File: src/rtl/core/mfh_pkg.sv
// Shared types, constants and helpers for the multiply-fold hash block.
// Used by mfh_ctrl, mfh_datapath and multiply_fold_hash_32; no dependencies.
package mfh_pkg;

  // Fold multipliers
  localparam logic [31:0] MUL_M = 32'h5755_9429;
  localparam logic [31:0] MUL_N = 32'h5052_ACDB;

  // Input tdata layout, lowest bit first
  localparam int WORD_W  = 32;
  localparam int VB_W    = 3;
  localparam int SEED_W  = 32;
  localparam int LEN_W   = 32;
  localparam int FIELD_W = WORD_W + VB_W + SEED_W + LEN_W;
  localparam int S_TDATA_W = ((FIELD_W + 7) / 8) * 8;

  localparam int VB_LO   = WORD_W;
  localparam int SEED_LO = VB_LO + VB_W;
  localparam int LEN_LO  = SEED_LO + SEED_W;

  localparam int HASH_W = 32;

  // Commands from controller to datapath
  typedef struct packed {
    logic load;      // input transfer: init on first word, select operand, multiply
    logic fold;      // xor product halves into h/k
    logic fin_op;    // form final operand h ^ (k + N)
    logic fin_mul;   // multiply final operand by N
    logic out_load;  // load output register with k ^ h
  } cmd_t;

  // Status from datapath to controller
  typedef struct packed {
    logic out_free;  // output register can take a new result this cycle
  } sts_t;

  // Keep the valid low bytes of a tail word
  function automatic logic [31:0] tail_mask(input logic [2:0] vb);
    logic [31:0] m;
    case (vb)
      3'd1:    m = 32'h0000_00FF;
      3'd2:    m = 32'h0000_FFFF;
      3'd3:    m = 32'h00FF_FFFF;
      default: m = 32'hFFFF_FFFF;
    endcase
    return m;
  endfunction

endpackage

File: src/rtl/core/mfh_ctrl.sv
// Sequencing FSM for the multiply-fold hash: one word fold per item, then finalization after the last.
// Depends on mfh_pkg (cmd_t, sts_t).
module mfh_ctrl (
  input  logic          clk,
  input  logic          rst,
  input  logic          s_axis_tvalid,
  input  logic          s_axis_tlast,
  output logic          s_axis_tready,
  input  mfh_pkg::sts_t sts,
  output mfh_pkg::cmd_t cmd
);
  import mfh_pkg::*;

  localparam logic [2:0] S_IDLE     = 3'd0;
  localparam logic [2:0] S_FOLD     = 3'd1;
  localparam logic [2:0] S_FIN_OP   = 3'd2;
  localparam logic [2:0] S_FIN_MUL  = 3'd3;
  localparam logic [2:0] S_FIN_FOLD = 3'd4;
  localparam logic [2:0] S_DONE     = 3'd5;

  logic [2:0] state;
  logic [2:0] state_next;
  logic       last_q;
  logic       accept;

  assign s_axis_tready = (state == S_IDLE);
  assign accept        = s_axis_tvalid && s_axis_tready;

  // Next state and commands
  always_comb begin
    state_next = state;
    cmd        = '0;
    case (state)
      S_IDLE: begin
        if (accept) begin
          cmd.load   = 1'b1;
          state_next = S_FOLD;
        end
      end
      S_FOLD: begin
        cmd.fold   = 1'b1;
        state_next = last_q ? S_FIN_OP : S_IDLE;
      end
      S_FIN_OP: begin
        cmd.fin_op = 1'b1;
        state_next = S_FIN_MUL;
      end
      S_FIN_MUL: begin
        cmd.fin_mul = 1'b1;
        state_next  = S_FIN_FOLD;
      end
      S_FIN_FOLD: begin
        cmd.fold   = 1'b1;
        state_next = S_DONE;
      end
      S_DONE: begin
        if (sts.out_free) begin
          cmd.out_load = 1'b1;
          state_next   = S_IDLE;
        end
      end
      default: state_next = S_IDLE;
    endcase
  end

  // State and last-item flag
  always_ff @(posedge clk) begin
    if (rst) begin
      state  <= S_IDLE;
      last_q <= 1'b0;
    end else begin
      state <= state_next;
      if (accept) last_q <= s_axis_tlast;
    end
  end

`ifndef ASSERT_OFF
  a_accept_to_fold: assert property (@(posedge clk) disable iff (rst)
    accept |=> state == S_FOLD)
    else $error("accepted transfer not followed by fold");

  a_last_finalizes: assert property (@(posedge clk) disable iff (rst)
    (accept && s_axis_tlast) |=> ##1 state == S_FIN_OP)
    else $error("last item did not enter finalization");

  a_nonlast_returns: assert property (@(posedge clk) disable iff (rst)
    (accept && !s_axis_tlast) |=> ##1 state == S_IDLE)
    else $error("non-last item did not return to idle");

  a_out_load_free: assert property (@(posedge clk) disable iff (rst)
    cmd.out_load |-> sts.out_free)
    else $error("output register loaded while occupied");
`endif

endmodule

File: src/rtl/core/mfh_datapath.sv
// Hash datapath: h/k accumulators, shared registered 32x32 multiplier,
// output register. Depends on mfh_pkg (constants, cmd_t, sts_t, tail_mask).
module mfh_datapath (
  input  logic                          clk,
  input  logic                          rst,
  input  mfh_pkg::cmd_t                 cmd,
  output mfh_pkg::sts_t                 sts,
  input  logic [mfh_pkg::S_TDATA_W-1:0] s_axis_tdata,
  input  logic                          s_axis_tuser,
  output logic                          m_axis_tvalid,
  input  logic                          m_axis_tready,
  output logic [mfh_pkg::HASH_W-1:0]    m_axis_tdata
);
  import mfh_pkg::*;

  logic [31:0] acc_h;
  logic [31:0] acc_k;
  logic        odd_word;
  logic [31:0] fin_a;
  logic [63:0] prod;
  logic        sel_n;
  logic        do_fold;

  logic [31:0] in_word;
  logic [2:0]  in_vb;
  logic [31:0] in_seed;
  logic [31:0] in_len;
  logic        in_full;
  logic        odd_base;
  logic [31:0] mul_a;
  logic [31:0] mul_b;
  logic [63:0] prod_next;

  // Unpack the input transfer
  assign in_word = s_axis_tdata[VB_LO-1:0];
  assign in_vb   = s_axis_tdata[SEED_LO-1:VB_LO];
  assign in_seed = s_axis_tdata[LEN_LO-1:SEED_LO];
  assign in_len  = s_axis_tdata[FIELD_W-1:LEN_LO];

  // Counts of 4 and above are a full word
  assign in_full  = in_vb[2];
  assign odd_base = s_axis_tuser ? 1'b0 : odd_word;

  // Multiplier operands: input word or the final operand
  always_comb begin
    if (cmd.fin_mul) begin
      mul_a = fin_a;
      mul_b = MUL_N;
    end else begin
      mul_a = in_word & tail_mask(in_vb);
      mul_b = (in_full && !odd_base) ? MUL_N : MUL_M;
    end
  end

  assign prod_next = 64'(mul_a) * 64'(mul_b);

  // Accumulators and word parity
  always_ff @(posedge clk) begin
    if (rst) begin
      acc_h    <= '0;
      acc_k    <= '0;
      odd_word <= 1'b0;
    end else begin
      if (cmd.load) begin
        if (s_axis_tuser) begin
          acc_h <= in_len;
          acc_k <= in_len + in_seed + MUL_N;
        end
        odd_word <= in_full ? ~odd_base : odd_base;
      end
      if (cmd.fold && do_fold) begin
        if (sel_n) begin
          acc_h <= acc_h ^ prod[31:0];
          acc_k <= acc_k ^ prod[63:32];
        end else begin
          acc_k <= acc_k ^ prod[31:0];
          acc_h <= acc_h ^ prod[63:32];
        end
      end
      if (cmd.fin_op) odd_word <= 1'b0;
    end
  end

  // Product register and fold controls
  always_ff @(posedge clk) begin
    if (cmd.load) begin
      prod    <= prod_next;
      sel_n   <= in_full && !odd_base;
      do_fold <= (in_vb != 3'd0);
    end else if (cmd.fin_mul) begin
      prod    <= prod_next;
      sel_n   <= 1'b1;
      do_fold <= 1'b1;
    end
    if (cmd.fin_op) fin_a <= acc_h ^ (acc_k + MUL_N);
  end

  // Output register
  assign sts.out_free = !m_axis_tvalid || m_axis_tready;

  always_ff @(posedge clk) begin
    if (rst) begin
      m_axis_tvalid <= 1'b0;
    end else if (cmd.out_load) begin
      m_axis_tvalid <= 1'b1;
    end else if (m_axis_tready) begin
      m_axis_tvalid <= 1'b0;
    end
  end

  always_ff @(posedge clk) begin
    if (cmd.out_load) m_axis_tdata <= acc_k ^ acc_h;
  end

endmodule

File: src/rtl/core/multiply_fold_hash_32.sv
// Top level of the streaming multiply-fold 32-bit hash.
// Depends on mfh_pkg, mfh_ctrl and mfh_datapath.
//
// Channel   Dir  tdata (low bit first)                          tuser        tlast
// s_axis    in   data_word[31:0] valid_bytes[34:32]              first_word   last_word
//                seed[66:35] msg_length[98:67] zero[103:99]
// m_axis    out  hash_value[31:0]                               -            -
//
// An item that is not last is accepted with its multiply, then folded.
// A last item goes through accept, fold, final operand, final multiply,
// final fold and output load; the output load waits while the output register
// is held by a stalled sink. The shared registered 32x32 multiplier sets this order.
// Input is taken again while a result still waits on m_axis.
// rst is synchronous, active high; it clears h, k, word parity and the output valid.
module multiply_fold_hash_32 (
  input  logic                          clk,
  input  logic                          rst,
  input  logic                          s_axis_tvalid,
  output logic                          s_axis_tready,
  input  logic [mfh_pkg::S_TDATA_W-1:0] s_axis_tdata,  // data_word, valid_bytes, seed,
                                                      // msg_length, zero pad
  input  logic                          s_axis_tuser,  // first_word
  input  logic                          s_axis_tlast,  // last_word
  output logic                          m_axis_tvalid,
  input  logic                          m_axis_tready,
  output logic [mfh_pkg::HASH_W-1:0]    m_axis_tdata   // hash_value
);
  import mfh_pkg::*;

  cmd_t cmd;
  sts_t sts;

  // Sequencer
  mfh_ctrl u_ctrl (
    .clk           (clk),
    .rst           (rst),
    .s_axis_tvalid (s_axis_tvalid),
    .s_axis_tlast  (s_axis_tlast),
    .s_axis_tready (s_axis_tready),
    .sts           (sts),
    .cmd           (cmd)
  );

  // Accumulators, multiplier, output register
  mfh_datapath u_datapath (
    .clk           (clk),
    .rst           (rst),
    .cmd           (cmd),
    .sts           (sts),
    .s_axis_tdata  (s_axis_tdata),
    .s_axis_tuser  (s_axis_tuser),
    .m_axis_tvalid (m_axis_tvalid),
    .m_axis_tready (m_axis_tready),
    .m_axis_tdata  (m_axis_tdata)
  );

endmodule
File: config.mk
export PLATFORM = sky130hd
export DESIGN_NAME = multiply_fold_hash_32
export DESIGN_NICKNAME = d
export VERILOG_FILES = /design/src/rtl/core/mfh_pkg.sv /design/src/rtl/core/mfh_ctrl.sv /design/src/rtl/core/mfh_datapath.sv /design/src/rtl/core/multiply_fold_hash_32.sv
export SDC_FILE = /design/constraint.sdc
export NUM_CORES = 2
export LEC_CHECK = 0
export BUFFER_PORTS_ARGS = -buffer_cell sky130_fd_sc_hd__buf_4
export CORE_UTILIZATION = 60
export DETAILED_ROUTE_END_ITERATION = 7
export GPL_ROUTABILITY_DRIVEN = 0
export PLACE_DENSITY = 0.78
export SLEW_MARGIN = 20
export SYNTH_ARGS = -nofsm -noshare
export SYNTH_HDL_FRONTEND = slang
export SYNTH_SLANG_ARGS = --single-unit
File: constraint.sdc
create_clock -name clk -period 20.7 [get_ports clk]
set_input_delay 4.14 -clock clk [delete_from_list [all_inputs] [get_ports clk]]
set_output_delay 4.14 -clock clk [all_outputs]
set_load 0.05 [all_outputs]
; After elaboration in Yosys (flattened, before gate mapping)
; Cells that the tools add are included.
[word_totals]
elab_cells = 82
register_bits = 200
[classes]
n_addsub = 3
bitwise_logic = 8
mux = 33
eq_ne = 10
n_reduce_logical = 16
multipliers = 1
[op_table]
columns = cell, count
row1 = $mux W32, 11
row2 = $xor A32 B32 Y32, 6
row3 = $mux W64, 2
row4 = $pmux W32 S3, 1
row5 = $add A32 B31 Y32 const B, 2
row6 = $mul A32 B32 Y64, 1
row7 = $add A32 B32 Y32, 1
row8 = $and A32 B32 Y32, 1
row9 = $mux W27, 1
row10 = $pmux W3 S6, 1
row11 = $mux W1, 14
row12 = $eq A3 B2 Y1 const B, 4
row13 = $reduce_bool A2 Y1, 4
row14 = $eq A3 B1 Y1 const B, 2
row15 = $eq A3 B3 Y1 const B, 2
row16 = $mux W3, 2
row17 = $ne A2 B2 Y1 const B, 2
row18 = $reduce_and A2 Y1, 2
row19 = $reduce_or A2 Y1, 2
row20 = $logic_and A1 B1 Y1, 3
row21 = $logic_not A3 Y1, 1
row22 = $reduce_bool A3 Y1, 1
row23 = $logic_not A1 Y1, 2
row24 = $mux W2, 1
row25 = other kinds (2), 2

; Logic depth before layout (Yosys ltp)
[logic_depth]
word_depth = 8
ltp_mapped = 37
depth_no_buf = 33

; By module
; A second synthesis with hierarchy kept.
[hier_totals]
cells_unflattened = 3447
hier_area_um2 = 33988.8
[modules_own_cells]
columns = module, seq_area_each_um2, instances, area_per_inst_um2, cells_each
row1 = mfh_datapath, 5225.0, 1, 33736.1, 3419
row2 = mfh_ctrl, 80.1, 1, 252.7, 28

; Worst setup path after synthesis
; OpenSTA, ideal clock, no wires.
[synth_path]
path_type = in2reg
from = in s_axis_tuser
to = reg u_datapath.prod[63] (data pin)
required_time_ns = 20.442
path_stages = 32
t_arrival_ns = 11.788
path_buffers = 4
slack_ns = 8.654
path_cell_list = nand2b_1 > ha_1 > nand2b_1 > clkbuf_1 > clkbuf_1 > buf_1 > nand2_1 > fa_1 > inv_1 > fa_1 > fa_1 > inv_1 > fa_1 > inv_1 > fa_1 > inv_1 > fa_1 > inv_1 > fa_1 > inv_1 > fa_1 > inv_1 > ha_1 > clkbuf_2 > and3_1 > and3_1 > and4_4 > nand3_1 > o21ba_2 > o211ai_2 > o41a_1 > xnor2_1
[synth_via]
elab_chain_cells = 8
[synth_lines]
columns = item, line_no
row1 = "start, declared", multiply_fold_hash_32.sv:22  ; input logic s_axis_tuser,
row2 = $mux W1 (*), mfh_datapath.sv:42  ; assign odd_base = s_axis_tuser ? 1'b0 : odd_word;
row3 = $logic_not A1 Y1 (*), mfh_datapath.sv:51  ; mul_b = (in_full && !odd_base) ? MUL_N : MUL_M;
row4 = $logic_and A1 B1 Y1 (*), mfh_datapath.sv:51
row5 = $mux W27 (*), mfh_datapath.sv:51
row6 = $mux W32 (*), mfh_datapath.sv:46  ; if (cmd.fin_mul) begin
row7 = $mul A32 B32 Y64 (*), mfh_datapath.sv:55  ; assign prod_next = 64'(mul_a) * 64'(mul_b);
row8 = named net u_datapath.prod_next[63], mfh_datapath.sv:32  ; logic [63:0] prod_next;
row9 = $mux W64, mfh_datapath.sv:90  ; end else if (cmd.fin_mul) begin
row10 = $mux W64 (*), mfh_datapath.sv:86  ; if (cmd.load) begin
row11 = "end signal, assigned", mfh_datapath.sv:87  ; prod <= prod_next;
row12 = "end signal, assigned", mfh_datapath.sv:91  ; prod <= prod_next;
row13 = "end, declared", mfh_datapath.sv:20  ; logic [63:0] prod;
; The timed path passes the listed nets; every way through them passes the cells marked *. The select of a mux whose other input is x is not followed.
; A chain may end at the register's enable or synchronous reset.

; Final worst setup path
[layout_path]
from = in s_axis_tdata[33] (netlist bit)
to = reg u_datapath.prod[59] (data pin)
[layout_via]
elab_chain_cells = 8
elab_cells_between_ends = 10
cone_classes = mul (1) / eq/ne (3) / mux (5) / bitwise (1)
[layout_lines]
columns = item, line_no
row1 = "start, declared", multiply_fold_hash_32.sv:20  ; input logic [mfh_pkg::S_TDATA_W-1:0] s_axis_tdata,
row2 = $eq A3 B2 Y1 / $eq A3 B1 Y1 (equally long branches), mfh_pkg.sv:40  ; case (vb)
row3 = $pmux W32 S3 (*), mfh_pkg.sv:40
row4 = $mux W32 (*), mfh_datapath.sv:46
row5 = $and A32 B32 Y32 (*), mfh_datapath.sv:50  ; mul_a = in_word & tail_mask(in_vb);
row6 = $mux W32 (*), mfh_datapath.sv:46
row7 = $mul A32 B32 Y64 (*), mfh_datapath.sv:55
row8 = named net u_datapath.prod_next[59], mfh_datapath.sv:32
row9 = $mux W64, mfh_datapath.sv:90
row10 = $mux W64 (*), mfh_datapath.sv:86
; Marks and branches as above.

==> impl.org <==
** Run status
- Result of the run :: completed

** Setup path
- Crit path kind :: primary input to flop
- R2r startpoint :: u_ctrl.state[0]
- Kind of end point of the critical path :: flop
- Among the stages of the critical path, the cell type that occurs most often is fa_1.
- R2r endpoint :: u_datapath.prod[59]
- The worst setup path is launched from a primary input.
- Critical path data arrival time :: 13670 ps
- Measured in cells, the most critical reg-to-reg path has a length of 28.
- In this design, the stage delay of the slowest critical-path cell is 720 ps.
- STA puts the critical path data required time at 20970 ps.
- The largest individual stage delay along the critical path comes from the cell a22o_1.
- Of all nets on the critical path, the largest fanout is 9.
- For flop-to-flop paths, the worst setup slack is 10630 ps.

** Logic synthesis
- After synthesis, the cell types taking the most area are fa_1 31%, ha_1 18%, edfxtp_1 11%.
- In the synthesized netlist, the number of instances is 3865.
- Synthesis inferred 200 register bits.
- In the synthesized netlist the async set-or-reset flop fraction comes to 0%.
- Synth top area share :: between 30% and 40%
- Fraction of the yosys area taken by sequential cells :: 14.8%
- For this run, the number of Yosys warnings is 0.
- Summed over all instances, the cell type with the most area after synthesis is fa_1.
- Count of flip-flops with a built-in enable after synthesis :: 130
- The cell area that synthesis handed to floorplanning was 35800 µm².
- Distinct cell type count after synthesis :: just over 80
- Mean instance size in the synthesized netlist :: 9.26 µm²
- In the synthesized netlist the dominant register cell turns out to be edfxtp_1.

** Layout
- Share of post-route cells with drive strength above 1 :: 6.07%
- The area growth from synthesis to layout is 6.71%.
- Nets :: between 5000 and 6000
- The repair_antennas step left the layout with diodes totalling 0.
- Filler instances :: ~4700

** Detailed routing
- In the final routed layout, each cell accounts on average for 21.2 µm.
- Summed over all layers, the routed wires come to 100 mm.
- Antenna Nets Post-Route :: 0
- Dividing the detail-routed via count by the number of cells gives 5.85.
- Number of DRC markers in iteration 0 :: 2852
- DRC violations left :: 0
- Summing over every cut layer, the via total after detailed routing is 27600.
- For this run, the detailed router's first-pass iteration total came to 6.

** CTS
- The tree is rooted in a clkbuf_16.
- Clock tree synthesis found a total of 200 sinks.
- After clock tree synthesis, the flow added hold-fix buffers numbering 0.
- Clock H-tree levels :: 4
- Clk Latency, worst-skew pair :: about 460 ps
- Number of resized instances in the post-cts repair step :: 0
- Number of setup buffers added after CTS :: 0
- The number of clock buffers added by TritonCTS is 17.
- Clock tree from TritonCTS :: done
- Clock transition at the registers of the reported paths :: 80 ps
- Counting along the longest clock path gives a buffer depth of 2.

** Min path
- Number of instances on the worst hold path :: 2
- Type of the worst min-delay path :: flop to flop
- The worst hold path terminates at u_ctrl.last_q.
- The startpoint identified for the worst hold timing path is u_ctrl.last_q.

** Floorplan
- The die is ~250 µm wide.
- Core Rows :: 89
- Count of pins on the block boundary :: 144
- Chip height :: 246 µm
- The core region is roughly 59000 µm².
- The floorplan step defined a die boundary enclosing 60600 µm².
- Initial core utilization :: 60.7%

** GRT
- Global Route Usage Sum :: 34.2%
- The first global-routing pass estimated between 150 and 200 mm of wire.
- Via count of the first global-routing pass :: 27500
- The global routing stage identified its most utilized layer as met2.
- Antenna violations before repair :: 7
- Fraction of met1 tracks used by global routing :: a little under half
- Total congestion overflow :: 0
- Entering global routing, the biggest net connects 76 pins.
- For met2 alone, demand over resource in global routing was 52.9%.
- Met3 usage :: 6.00%

** STA
- For the final database, setup skew stands at 14.1 ps.
- For the pin with the worst max-slew slack, the measured transition is 1040 ps.
- Max Transition Viols Final :: 0
- Setup repair after global routing left no endpoint under its margin.
- Maximum achievable frequency :: 74.6 MHz
- Counting I/O delays and the setup requirement, the final critical path takes 13400 ps.
- Final-report hold violation count :: 0
- Total setup violations reported at the end of the flow :: 0
- The worst path uses 64.7% of the clock period.
- Accumulated negative setup slack :: 0 ps
- The worst pin sits at a relative slew slack of between 30% and 40%.

** Flow run
- # Max-Cap Violations :: 0

** Placement
- After legalization and detailed placement, the total HPWL measured 84.4 mm.
- IO Port Bufs :: 138
## metal layers
metal / part of all wire, % / wire length (µm)
met1: 39 / 39500
met2: 45 / 45400
met3: 10 / 10500
met4: 4.8 / 4800
met5: 0.013 / 13
## how the worst max path moves through the flow
stage	endpoint	cells past startpoint	slack, ps	start
finish	u_datapath.prod[59]	29	7300	s_axis_tdata[33]
global route	u_datapath.prod[59]	29	6950	s_axis_tdata[33]
CTS	u_datapath.prod[59]	29	7430	s_axis_tdata[33]
detailed placement	u_datapath.prod[59]	29	6980	s_axis_tdata[33]
global placement	u_datapath.prod[59]	29	7100	s_axis_tdata[33]
floorplan	u_datapath.prod[63]	32	8650	s_axis_tuser
## state kept, by name, summed over array words and instances (netlist names)
| register | count |
|---|---|
| u_datapath.acc_k | 32 |
| u_datapath.m_axis_tvalid | 1 |
| u_datapath.sel_n | 1 |
| u_ctrl.last_q | 1 |
| u_datapath.m_axis_tdata | 32 |
| u_datapath.prod | 64 |
| u_datapath.odd_word | 1 |
| u_datapath.do_fold | 1 |
| u_datapath.fin_a | 32 |
| u_ctrl.state | 3 |
| u_datapath.acc_h | 32 |
## cells in the mapped netlist (all sizes together), types with 20 or more instances
| library cell | n |
|---|---|
| clkbuf | 88 |
| fa | 556 |
| inv | 971 |
| edfxtp | 130 |
| nor3 | 26 |
| o21ai | 103 |
| buf | 20 |
| dfxtp | 70 |
| nand3 | 48 |
| and2 | 24 |
| xnor2 | 81 |
| a21oi | 194 |
| mux2i | 50 |
| a2111oi | 28 |
| nor2 | 245 |
| mux2 | 21 |
| xor2 | 83 |
| nand2 | 269 |
| o21bai | 20 |
| and3 | 21 |
| nand4 | 22 |
| ha | 501 |
| nand2b | 25 |
| a21o | 64 |
## worst max-delay path: cells and delay by family
| family | cells | cell delay (ps) |
|---|---|---|
| AO/OA/AOI/OAI | 7 | 2290 |
| XOR/XNOR | 1 | 150 |
| adder cells (fa/ha/maj) | 9 | 4440 |
| buffers and inverters | 6 | 820 |
| AND/OR/NAND/NOR | 6 | 1820 |
## per-stage QoR
step | utilization [%] | cell area, µm² | worst slack, ps | hold WS [ps] | instances
3_3_place_gp | 63.7 | 37600 | 7100 | 447 | 4696
5_1_grt | 64.7 | 38200 | 6950 | 493 | 4728
2_1_floorplan | - | 35800 | 8650 | 437 | 3874
4_1_cts | 64.7 | 38200 | 7430 | 461 | 4728
3_5_place_dp | 63.7 | 37600 | 6980 | 449 | 4696
6_report | 64.7 | 38200 | 7300 | 459 | 4728
## logic make-up after synthesis
kind of cell / share of synthesized area (%)
AO/OA/AOI/OAI: 9.95
XOR/XNOR: 4.01
adder cells (fa/ha/maj): 48.6
buffers and inverters: 11.4
flip-flops: 14.8
multiplexers: 2.06
other: 0.0210
AND/OR/NAND/NOR: 9.11
## cells in the final DEF (no fill, tap or decap), types with 81 or more instances in the layout
cell type / n
buf_4: 157
fa_1: 556
ha_1: 501
inv_1: 971
edfxtp_1: 130
a21oi_1: 194
nand2_1: 267
nor2_1: 243
o21ai_0: 97
xor2_1: 83
xnor2_1: 81
## cell type report
| cell class | count | area [µm²] | share of cell area [%] |
|---|---|---|---|
| multi-input cells | 2591 | 26500 | 69.3 |
| clock inverters | 15 | 204 | 0.534 |
| inverters | 975 | 3660 | 9.58 |
| well taps | 773 | 967 | 2.53 |
| clock buffers | 17 | 425 | 1.11 |
| repair buffers | 157 | 1180 | 3.09 |
| flip-flops and latches | 200 | 5310 | 13.9 |
Power is left out: the tool's default activity adds up to more than one toggle a clock period on the data nets, which glitch-free logic cannot reach.
